--- config.mk ---
export PLATFORM = sky130hd
export DESIGN_NAME = iesb_ctrl
export DESIGN_NICKNAME = d
export VERILOG_FILES = /design/src/rtl/core/iesb_pkg.sv /design/src/rtl/core/iesb_ctrl.sv
export SDC_FILE = /design/constraint.sdc
export NUM_CORES = 1
export LEC_CHECK = 0
export BUFFER_PORTS_ARGS = -buffer_cell sky130_fd_sc_hd__buf_2
export CAP_MARGIN = 25
export CORE_UTILIZATION = 45
export CTS_CLUSTER_DIAMETER = 30
export DETAILED_ROUTE_END_ITERATION = 10
export PLACE_DENSITY_LB_ADDON = 0.2
export SYNTH_ARGS = -nofsm -noshare
export SYNTH_HDL_FRONTEND = slang
export SYNTH_SLANG_ARGS = --single-unit
--- constraint.sdc ---
create_clock -name clk -period 3.1 [get_ports clk]
set_input_delay 0.62 -clock clk [delete_from_list [all_inputs] [get_ports clk]]
set_output_delay 0.62 -clock clk [all_outputs]
set_load 0.01 [all_outputs]
--- src/rtl/core/iesb_pkg.sv ---
// Shared constants, codes and controller/datapath interface types for the sample buffer.
package iesb_pkg;

	// Fixed field widths.
	localparam int CNT_W   = 9;
	localparam int IDX_W   = 31;
	localparam int POS_W   = 8;
	localparam int OP_W    = 2;
	localparam int CAP_RST = 256;

	// Error measure: 48 quotient bits plus one bit for the end-entry marker.
	localparam int ERR_W  = 49;
	localparam int Q_BITS = 48;

	// Operation codes.
	localparam logic [OP_W-1:0] OP_PUSH  = 2'd0;
	localparam logic [OP_W-1:0] OP_READ  = 2'd1;
	localparam logic [OP_W-1:0] OP_CLEAR = 2'd2;

	// Read address sources.
	typedef enum logic [2:0] {
		AS_PREV,
		AS_CUR,
		AS_NEXT,
		AS_COPY,
		AS_POS
	} addr_sel_t;

	// Commands from the controller to the datapath.
	typedef struct packed {
		logic      take;
		logic      init;
		logic      scan_init;
		addr_sel_t addr_sel;
		logic      rd_en;
		logic      lat_p;
		logic      lat_c;
		logic      lat_s;
		logic      div_start;
		logic      cmp_upd;
		logic      k_inc;
		logic      cp_init;
		logic      cp_wr;
		logic      ev_done;
		logic      push_wr;
		logic      out_load;
	} cmd_t;

	// Status from the datapath to the controller.
	typedef struct packed {
		logic [OP_W-1:0] op;
		logic            need_evict;
		logic            special;
		logic            scan_last;
		logic            cp_done;
		logic            span_bad;
		logic            div_done;
	} sts_t;

endpackage

--- src/rtl/core/iesb_ctrl.sv ---
// Controller state machine: sequences push, eviction scan, compaction, read and clear.
module iesb_ctrl (
	input  logic            clk,
	input  logic            arst_n,
	input  logic            s_axis_tvalid,
	output logic            s_axis_tready,
	output logic            m_axis_tvalid,
	input  logic            m_axis_tready,
	input  iesb_pkg::sts_t  sts,
	output iesb_pkg::cmd_t  cmd
);

	typedef enum logic [18:0] {
		ST_IDLE  = 19'h00001,
		ST_DISP  = 19'h00002,
		ST_RP    = 19'h00004,
		ST_RC    = 19'h00008,
		ST_RS    = 19'h00010,
		ST_LS    = 19'h00020,
		ST_E1    = 19'h00040,
		ST_E2    = 19'h00080,
		ST_E3    = 19'h00100,
		ST_DIV   = 19'h00200,
		ST_DWAIT = 19'h00400,
		ST_CMP   = 19'h00800,
		ST_CPCHK = 19'h01000,
		ST_CPRD  = 19'h02000,
		ST_CPWR  = 19'h04000,
		ST_EVDN  = 19'h08000,
		ST_PUSH  = 19'h10000,
		ST_RDA   = 19'h20000,
		ST_OUT   = 19'h40000
	} state_t;

	state_t state_q;
	state_t nxt;
	logic   m_tvalid_q;

	// Next state and command decode.
	always_comb begin
		nxt = state_q;
		cmd = '0;
		cmd.addr_sel = iesb_pkg::AS_CUR;
		unique case (state_q)
			ST_IDLE: begin
				if (s_axis_tvalid) begin
					cmd.take = 1'b1;
					nxt = ST_DISP;
				end
			end
			ST_DISP: begin
				unique case (sts.op)
					iesb_pkg::OP_PUSH: begin
						if (sts.need_evict) begin
							cmd.scan_init = 1'b1;
							nxt = ST_RP;
						end else begin
							nxt = ST_PUSH;
						end
					end
					iesb_pkg::OP_READ: nxt = ST_RDA;
					iesb_pkg::OP_CLEAR: begin
						cmd.init = 1'b1;
						nxt = ST_OUT;
					end
					default: nxt = ST_OUT;
				endcase
			end
			ST_RP: begin
				cmd.addr_sel = iesb_pkg::AS_PREV;
				cmd.rd_en = 1'b1;
				nxt = ST_RC;
			end
			ST_RC: begin
				cmd.addr_sel = iesb_pkg::AS_CUR;
				cmd.rd_en = 1'b1;
				cmd.lat_p = 1'b1;
				nxt = ST_RS;
			end
			ST_RS: begin
				cmd.addr_sel = iesb_pkg::AS_NEXT;
				cmd.rd_en = 1'b1;
				cmd.lat_c = 1'b1;
				nxt = ST_LS;
			end
			ST_LS: begin
				cmd.lat_s = 1'b1;
				nxt = sts.special ? ST_CMP : ST_E1;
			end
			ST_E1: nxt = ST_E2;
			ST_E2: nxt = ST_E3;
			ST_E3: nxt = ST_DIV;
			ST_DIV: begin
				if (sts.span_bad) begin
					nxt = ST_CMP;
				end else begin
					cmd.div_start = 1'b1;
					nxt = ST_DWAIT;
				end
			end
			ST_DWAIT: begin
				if (sts.div_done) begin
					nxt = ST_CMP;
				end
			end
			ST_CMP: begin
				cmd.cmp_upd = 1'b1;
				if (sts.scan_last) begin
					cmd.cp_init = 1'b1;
					nxt = ST_CPCHK;
				end else begin
					cmd.k_inc = 1'b1;
					nxt = ST_RP;
				end
			end
			ST_CPCHK: nxt = sts.cp_done ? ST_EVDN : ST_CPRD;
			ST_CPRD: begin
				cmd.addr_sel = iesb_pkg::AS_COPY;
				cmd.rd_en = 1'b1;
				nxt = ST_CPWR;
			end
			ST_CPWR: begin
				cmd.cp_wr = 1'b1;
				nxt = ST_CPCHK;
			end
			ST_EVDN: begin
				cmd.ev_done = 1'b1;
				nxt = ST_PUSH;
			end
			ST_PUSH: begin
				cmd.push_wr = 1'b1;
				nxt = ST_OUT;
			end
			ST_RDA: begin
				cmd.addr_sel = iesb_pkg::AS_POS;
				cmd.rd_en = 1'b1;
				nxt = ST_OUT;
			end
			ST_OUT: begin
				if (!m_tvalid_q || m_axis_tready) begin
					cmd.out_load = 1'b1;
					nxt = ST_IDLE;
				end
			end
			default: nxt = ST_IDLE;
		endcase
	end

	// State register and output valid flag.
	always_ff @(posedge clk or negedge arst_n) begin
		if (!arst_n) begin
			state_q    <= ST_IDLE;
			m_tvalid_q <= 1'b0;
		end else begin
			state_q <= nxt;
			if (cmd.out_load) begin
				m_tvalid_q <= 1'b1;
			end else if (m_axis_tready) begin
				m_tvalid_q <= 1'b0;
			end
		end
	end

	assign s_axis_tready = (state_q == ST_IDLE);
	assign m_axis_tvalid = m_tvalid_q;

endmodule

; After elaboration in Yosys (flattened, before gate mapping)
; Index checks and enable logic that the tools add are counted.
[word_totals]
ff_bits = 20
wordCells = 64
out_inout_bits = 20
[op_classes]
n_reduce_logical = 6
eq_ne = 24
muxes = 32
[op_table]
columns = operator, n
row1 = 19-bit one-hot mux with 18 select lines, 1
row2 = 19-bit 2-to-1 mux, 3
row3 = 19-bit one-hot mux with 2 select lines, 1
row4 = 12-bit 2-to-1 mux, 2
row5 = 4-bit one-hot mux with 5 select lines, 1
row6 = 19-bit by 1-bit == test with 1-bit output (second input constant), 1
row7 = 19-bit by 10-bit == test with 1-bit output (second input constant), 1
row8 = 19-bit by 11-bit == test with 1-bit output (second input constant), 1
row9 = 19-bit by 12-bit == test with 1-bit output (second input constant), 1
row10 = 19-bit by 13-bit == test with 1-bit output (second input constant), 1
row11 = 19-bit by 14-bit == test with 1-bit output (second input constant), 1
row12 = 19-bit by 15-bit == test with 1-bit output (second input constant), 1
row13 = 19-bit by 16-bit == test with 1-bit output (second input constant), 1
row14 = 19-bit by 17-bit == test with 1-bit output (second input constant), 1
row15 = 19-bit by 18-bit == test with 1-bit output (second input constant), 1
row16 = 19-bit == test (second input constant), 1
row17 = 19-bit by 2-bit == test with 1-bit output (second input constant), 1
row18 = 19-bit by 3-bit == test with 1-bit output (second input constant), 1
row19 = 19-bit by 4-bit == test with 1-bit output (second input constant), 1
row20 = 19-bit by 5-bit == test with 1-bit output (second input constant), 1
row21 = 19-bit by 6-bit == test with 1-bit output (second input constant), 1
row22 = 19-bit by 7-bit == test with 1-bit output (second input constant), 1
row23 = 19-bit by 8-bit == test with 1-bit output (second input constant), 1
row24 = 19-bit by 9-bit == test with 1-bit output (second input constant), 1
row25 = 15 further kinds, 35

; Longest topological paths before layout
; Gate-level depths: netlist (run 1).
[depth]
depth_word = 5
mapped_depth = 6
ltp_nobuf = 5

; Worst setup path before layout (run 1)
; Ideal clock, no wire load.
[synth_timing]
path_kind = reg2out
start = register state_q[8]
end = output port cmd[10] in the netlist's numbering
stages_incl_launch_ff = 6
n_path_buf = 1
setup_slack_ns = 0.685
arrival_ns = 1.795
t_required_ns = 2.480
cell_sequence = dfrtp_1 buf_6 nor4_4 nand4_1 or3_4 nor3b_1
[synth_rtl]
columns = element, line
row1 = from (decl), iesb_ctrl.sv:35  ; state_t state_q;
row2 = from (signal assigned), iesb_ctrl.sv:155  ; state_q <= nxt;
row3 = to (decl), iesb_ctrl.sv:10  ; output iesb_pkg::cmd_t cmd

==> results of run 1 <==
-- cell type report --
| cell class | count | area share |
|---|---|---|
| Inverter | 6 | 0.0144 |
| Tap cell | 31 | 0.0248 |
| Clock buffer | 3 | 0.0144 |
| Timing Repair Buffer | 33 | 0.109 |
| Clock inverter | 1 | 0.0192 |
| Sequential cell | 20 | 0.321 |
| Multi-Input combinational cell | 103 | 0.497 |
-- what timing repair did --
action	4_1_cts	5_1_grt
endpoints found under the setup margin	0	3
resized for setup	0	1
setup buffers	0	2
-- power groups by stage --
stage | logic, mW | registers [mW] | clock network (mW)
6_report | 0.343 | 0.319 | 0.211
5_1_grt | 0.379 | 0.323 | 0.225
4_1_cts | 0.342 | 0.317 | 0.217
3_5_place_dp | 0.341 | 0.321 | 0
3_3_place_gp | 0.330 | 0.319 | 0
2_1_floorplan | 0.258 | 0.315 | 0
-- through the flow --
step                TNS [ns]  cell area [um^2]  instances  setup WS (ns)  utilization
floorplan                  0              1310        130          0.685            -
global placement           0              1490        191          0.567        0.540
detailed placement         0              1490        191          0.516        0.540
CTS                        0              1540        195          0.157        0.559
global route        -0.00348              1560        197       -0.00348        0.567
finish                     0              1560        197          0.194        0.567
-- layout by cell type, fill, tap and decap left out, drive strengths merged, types with 2 or more instances in the layout --
cell type  count
and2           3
buf           33
clkbuf         3
dfrtp         19
inv            6
nand2          9
nand2b         6
nand3b         2
nand4          5
nor2          10
nor2b          3
nor3           8
nor3b          7
nor4          15
o21ai          5
o32ai          3
or2            5
or3            4
or4            2
xnor2          3
xor2           2
-- layer usage --
layer / share of wire / vias up
li1: - / 556
met1: 0.45 / 548
met2: 0.50 / 31
met3: 0.044 / 2
met4: 0.0062 / 0
met5: 0 / -
-- worst max path at each step --
stage,from,end,slack [ns]
5_1_grt,state_q[14],cmd[12],-0.003
2_1_floorplan,state_q[8],cmd[10],0.68
3_5_place_dp,state_q[8],cmd[12],0.52
4_1_cts,state_q[8],cmd[12],0.16
3_3_place_gp,state_q[8],cmd[12],0.57
6_report,state_q[14],cmd[12],0.19
-- logic make-up (layout without fill, tap and decap cells) --
family / after synthesis / after routing / synth area share
buffers and inverters: 7 / 43 / 0.0259
and+or+nand+nor: 83 / 83 / 0.466
DFF: 20 / 20 / 0.384
xor gates and xnor gates: 5 / 5 / 0.0335
muxes: 1 / 1 / 0.00862
AOI/OAI and AO/OA: 14 / 14 / 0.0824
-- registers in the layout, summed over array words and instances, names as in the netlist --
signal	flops
m_axis_tvalid	1
state_q	19
==> impl_metrics.tcl, run 1 <==
set metrics [dict create \
    syn_area_per_cell_um2 10.0 \
    drtPass1Iterations 4 \
    synth_commonest_cells "dfrtp_1, nor2_1, nand2_1, nor4_1, nor3_1" \
    multi_input_area_um2 777 \
    yosysMostFrequentCell "dfrtp_1" \
    p_sw_uw 306 \
    finClkSkew_ns 0.0115 \
    synth_top_cell_area_share 0.364 \
    reg2reg_to "state_q[11]" \
    critical_path.top_delay_family "simple AND/OR/NAND/NOR gates" \
    fin_worst_hold_slack_ns 0.240 \
    seqPwrFrac 0.366 \
    p_int_uw 567 \
    die_y_um 55.9 \
    min_period_over_period 0.938 \
    grtUsageMet1 0.262 \
    reg2reg_depth 5 \
    rows 19 \
    ys_ff_latch 20 \
    antenna_left 0 \
    ys_seq_area_frac 0.384 \
    first_global_vias 1072 \
    dp_hpwl_um 2290 \
    ys_top_cells_by_area "dfrtp_1, nor4_4, nor4_1" \
    fillerInstances 254 \
    synth-edff-count 0 \
    cp_data_arrival_time_ns 2.29 \
    criticalPathCategory "register to output port" \
    power_frac_clock 0.242 \
    relSlewSlack 0.702 \
    finalPower_uw 873 \
    drc 0 \
    synthFlopType "dfrtp_1" \
    switching_share 0.351 \
    peakVddDrop_v 0.000529 \
    numPortBuffers 31 \
    setup_viol 0 \
    diodes 0 \
    drt_wl_total_um 2900 \
    ctsHoldBuffers 0 \
    outcome "finished clean" \
    synth_largest_area_cell "dfrtp_1" \
    required_ns 2.48 \
    cts-htree-levels 1 \
    r2r_slack_ns 1.12 \
    power_density_nw_per_um2 559 \
    viasPerCell 5.77 \
    synthArstFlopShare 1.00 \
    path_depth 6 \
    clk_latency_ns 0.30 \
    finalHoldViolations 0 \
    cts_root_buffer "clkbuf_4" \
    cts_sinks 20 \
    vias 1137 \
    synth-warning-count 0 \
    synthCells 130 \
    pwr-share-comb 0.393 \
    tightestPinTransition_ns 0.447 \
    slew_viol_final 0 \
    grt_pass1_wl_um 4980 \
    min_path_type "input pin to async pin" \
    grt_max_degree 21 \
    cts.clk_slew.worst_paths_ns 0.12 \
    synthToLayoutAreaGrowth_pct 19.6 \
    use_met3 0.0512 \
    die_w_um 55.9 \
    crit_slowest_cell "dfrtp_1" \
    gp_congestion 0.834 \
    grt_usage 0.206 \
    leakage_nw 0.734 \
    grt_overflow 0 \
    fmax_mhz 344 \
    drv_cap 0 \
    crit_path_max_fanout 6 \
    synth_fp_nets 142 \
    routedWlPerCell_um 14.7 \
    cts_made_buffers 3 \
    drive_above_1_share 0.361 \
    layout_min_cycle_time_ns 2.91 \
    cp-end-kind "output port" \
    synthDistinctLibCells 42 \
    crit_buf_inv 1 \
    cts_tree "done" \
    r2r_start "state_q[14]" \
    cpPeakStageDelay_ns 0.47 \
    crit_path_start_kind "register" \
    die_area_um2 3120 \
    top_usage_layer "met2" \
    core_area_um2 2760 \
    worstPathCellList "nor4_4 -> nand4_1 -> or3_4 -> nor3b_2 -> nor3_1 -> buf_2" \
    io-pin-count 32 \
    layout.nets 179 \
    antenna_found_initial 0 \
    clock_path_buffers 2 \
    drt_iter0_markers 39 \
    netlist_area_um2 1310 \
    grt.met2_usage 0.353 \
    initial_utilization 0.474 \
    regArea_um2 502 \
]
Power figures use the tool's default switching activity.
==> inputs of run 2 (changes only) <==
ABC_CLOCK_PERIOD_IN_PS = 3390   (was default)
PLACE_DENSITY = 0.67   (was default)
PLACE_DENSITY_LB_ADDON = default   (was 0.2)
clock period = 3.39 ns   (was 3.1 ns; I/O delays follow)
==> run 2 against run 1 <==
Against the previous run:
- final area shrank 1.4%
- count of clock-buffer cells in the layout is the same
- via count shrank 2.6%
- sequential share of layout area grew 0.44 points
- final cell count shrank 1.0%
- worst setup slack gained 0.18 ns
- first-iteration DRC count shrank 41%
- register-to-register slack gained 0.28 ns
- critical path depth is the same
- clock skew shrank 0.0048 ns
==> impl_metrics.tcl, run 2 (same netlist as run 1, synthesis figures left out) <==
set metrics [dict create \
    outcome "finished clean" \
    core_area_um2 2760 \
    gp_congestion 0.813 \
    first_global_vias 1033 \
    rsz0062_at_grt "false" \
    cp_data_arrival_time_ns 2.34 \
    min_path_type "input pin to async pin" \
    clk_latency_ns 0.31 \
    final_common_cell "buf_2" \
    cts_setup_buffers 0 \
    antenna_left 0 \
    die_w_um 55.9 \
    finalPower_uw 795 \
    diodes 0 \
    vias 1108 \
    placedCellCount 191 \
    clock_path_buffers 2 \
    drc 0 \
    grt_pass1_wl_um 4700 \
    cts-htree-levels 1 \
    reg2reg_depth 5 \
    viasPerCell 5.68 \
    relSlewSlack 0.699 \
    wl_met3_um 110 \
    worstPathCellList "nor4_4 -> nand4_1 -> or3_4 -> nor3b_2 -> nor3_1 -> buf_2" \
    die_y_um 55.9 \
    initial_utilization 0.474 \
    tightestPinTransition_ns 0.452 \
    cpPeakStageDelay_ns 0.51 \
    layout.nets 177 \
    cts_sinks 20 \
    io-pin-count 32 \
    pre_cts_slack_ns 0.741 \
    cts.clk_slew.worst_paths_ns 0.12 \
    dp_hpwl_um 2180 \
    cp-end-kind "output port" \
    min_period_over_period 0.889 \
    synthToLayoutAreaGrowth_pct 18.0 \
    drive_above_1_share 0.354 \
    reg2reg_to "state_q[11]" \
    slew_viol_final 0 \
    regMostFlops "state_q" \
    ctsHoldBuffers 0 \
    grt_overflow 0 \
    crit_path_max_fanout 9 \
    largest_reg_flops 19 \
    cts_made_buffers 3 \
    fin_tns_setup_ns 0 \
    setup_viol 0 \
    final_cell_mix "buf_2, dfrtp_1, nor2_1" \
    peakVddDrop_v 0.000458 \
    grt_max_degree 21 \
    criticalPathCategory "register to output port" \
    top_layer "met4" \
    antenna_found_initial 0 \
    drt_iter0_markers 23 \
    layout_min_cycle_time_ns 3.01 \
    critical_path.top_delay_family "simple AND/OR/NAND/NOR gates" \
    grt_usage 0.195 \
    drtPass1Iterations 5 \
    cts_root_buffer "clkbuf_4" \
    route.met2.wl_um 1330 \
    crit_buf_inv 1 \
    leakage_nw 0.722 \
    die_area_um2 3120 \
    cts_tree "done" \
    crit_slowest_cell "dfrtp_1" \
    cts_resized 0 \
    r2r_slack_ns 1.40 \
    required_ns 2.71 \
    fmax_mhz 332 \
    power_density_nw_per_um2 516 \
    finalHoldViolations 0 \
    r2r_start "state_q[8]" \
    numPortBuffers 31 \
    stdcell_count 195 \
    timing.final.ws_setup_ns 0.376 \
    drt_wl_total_um 2790 \
    fin_worst_hold_slack_ns 0.291 \
    wirelength_met1_um 1330 \
    drv_cap 0 \
    crit_path_start_kind "register" \
    rows 19 \
    finClkSkew_ns 0.00665 \
    routedWlPerCell_um 14.3 \
]
-- run 2: worst max path at each step --
stage | start | end | slack (ns) | depth (start not counted)
2_1_floorplan | state_q[8] | cmd[10] | 0.92 | 5
3_3_place_gp | state_q[8] | cmd[12] | 0.80 | 6
3_5_place_dp | state_q[8] | cmd[12] | 0.74 | 6
4_1_cts | state_q[8] | cmd[12] | 0.36 | 6
5_1_grt | state_q[16] | cmd[12] | 0.17 | 6
6_report | state_q[8] | cmd[12] | 0.38 | 6
-- run 2: routing by layer --
metal / vias up / track usage
met4: 0 / 0.0209
li1: 554 / -
met2: 27 / 0.341
met3: 2 / 0.0488
met1: 525 / 0.253
met5: - / 0
-- run 2: power breakdown --
part	internal [mW]	leakage, nW	total [mW]	switching, mW
sequential	0.261	0.275	0.288	0.0274
combinational	0.136	0.419	0.307	0.171
clock	0.120	0.0279	0.200	0.0806
total	0.516	0.722	0.795	0.279
-- run 2: worst reg2reg max path, stage by stage (launching register included) --
cell and delay [ns]:
dfrtp_1 0.51, nor4_4 0.46, nand4_1 0.25, or2_2 0.40, o211ai_2 0.20, nor2_1 0.07
-- run 2: metrics by stage --
stage | cell area (um^2) | util
floorplan | 1310 | -
global placement | 1490 | 0.540
detailed placement | 1490 | 0.540
CTS | 1540 | 0.559
global route | 1540 | 0.559
finish | 1540 | 0.559
-- run 2: layout make-up --
class	count	area (um^2)
fill	252	1220
inverter	6	22.5
tap	31	38.8
timing repair buffer	31	155
clock buffer	3	22.5
sequential	20	502
clock inverter	1	30.0
multi-input combinational	103	771
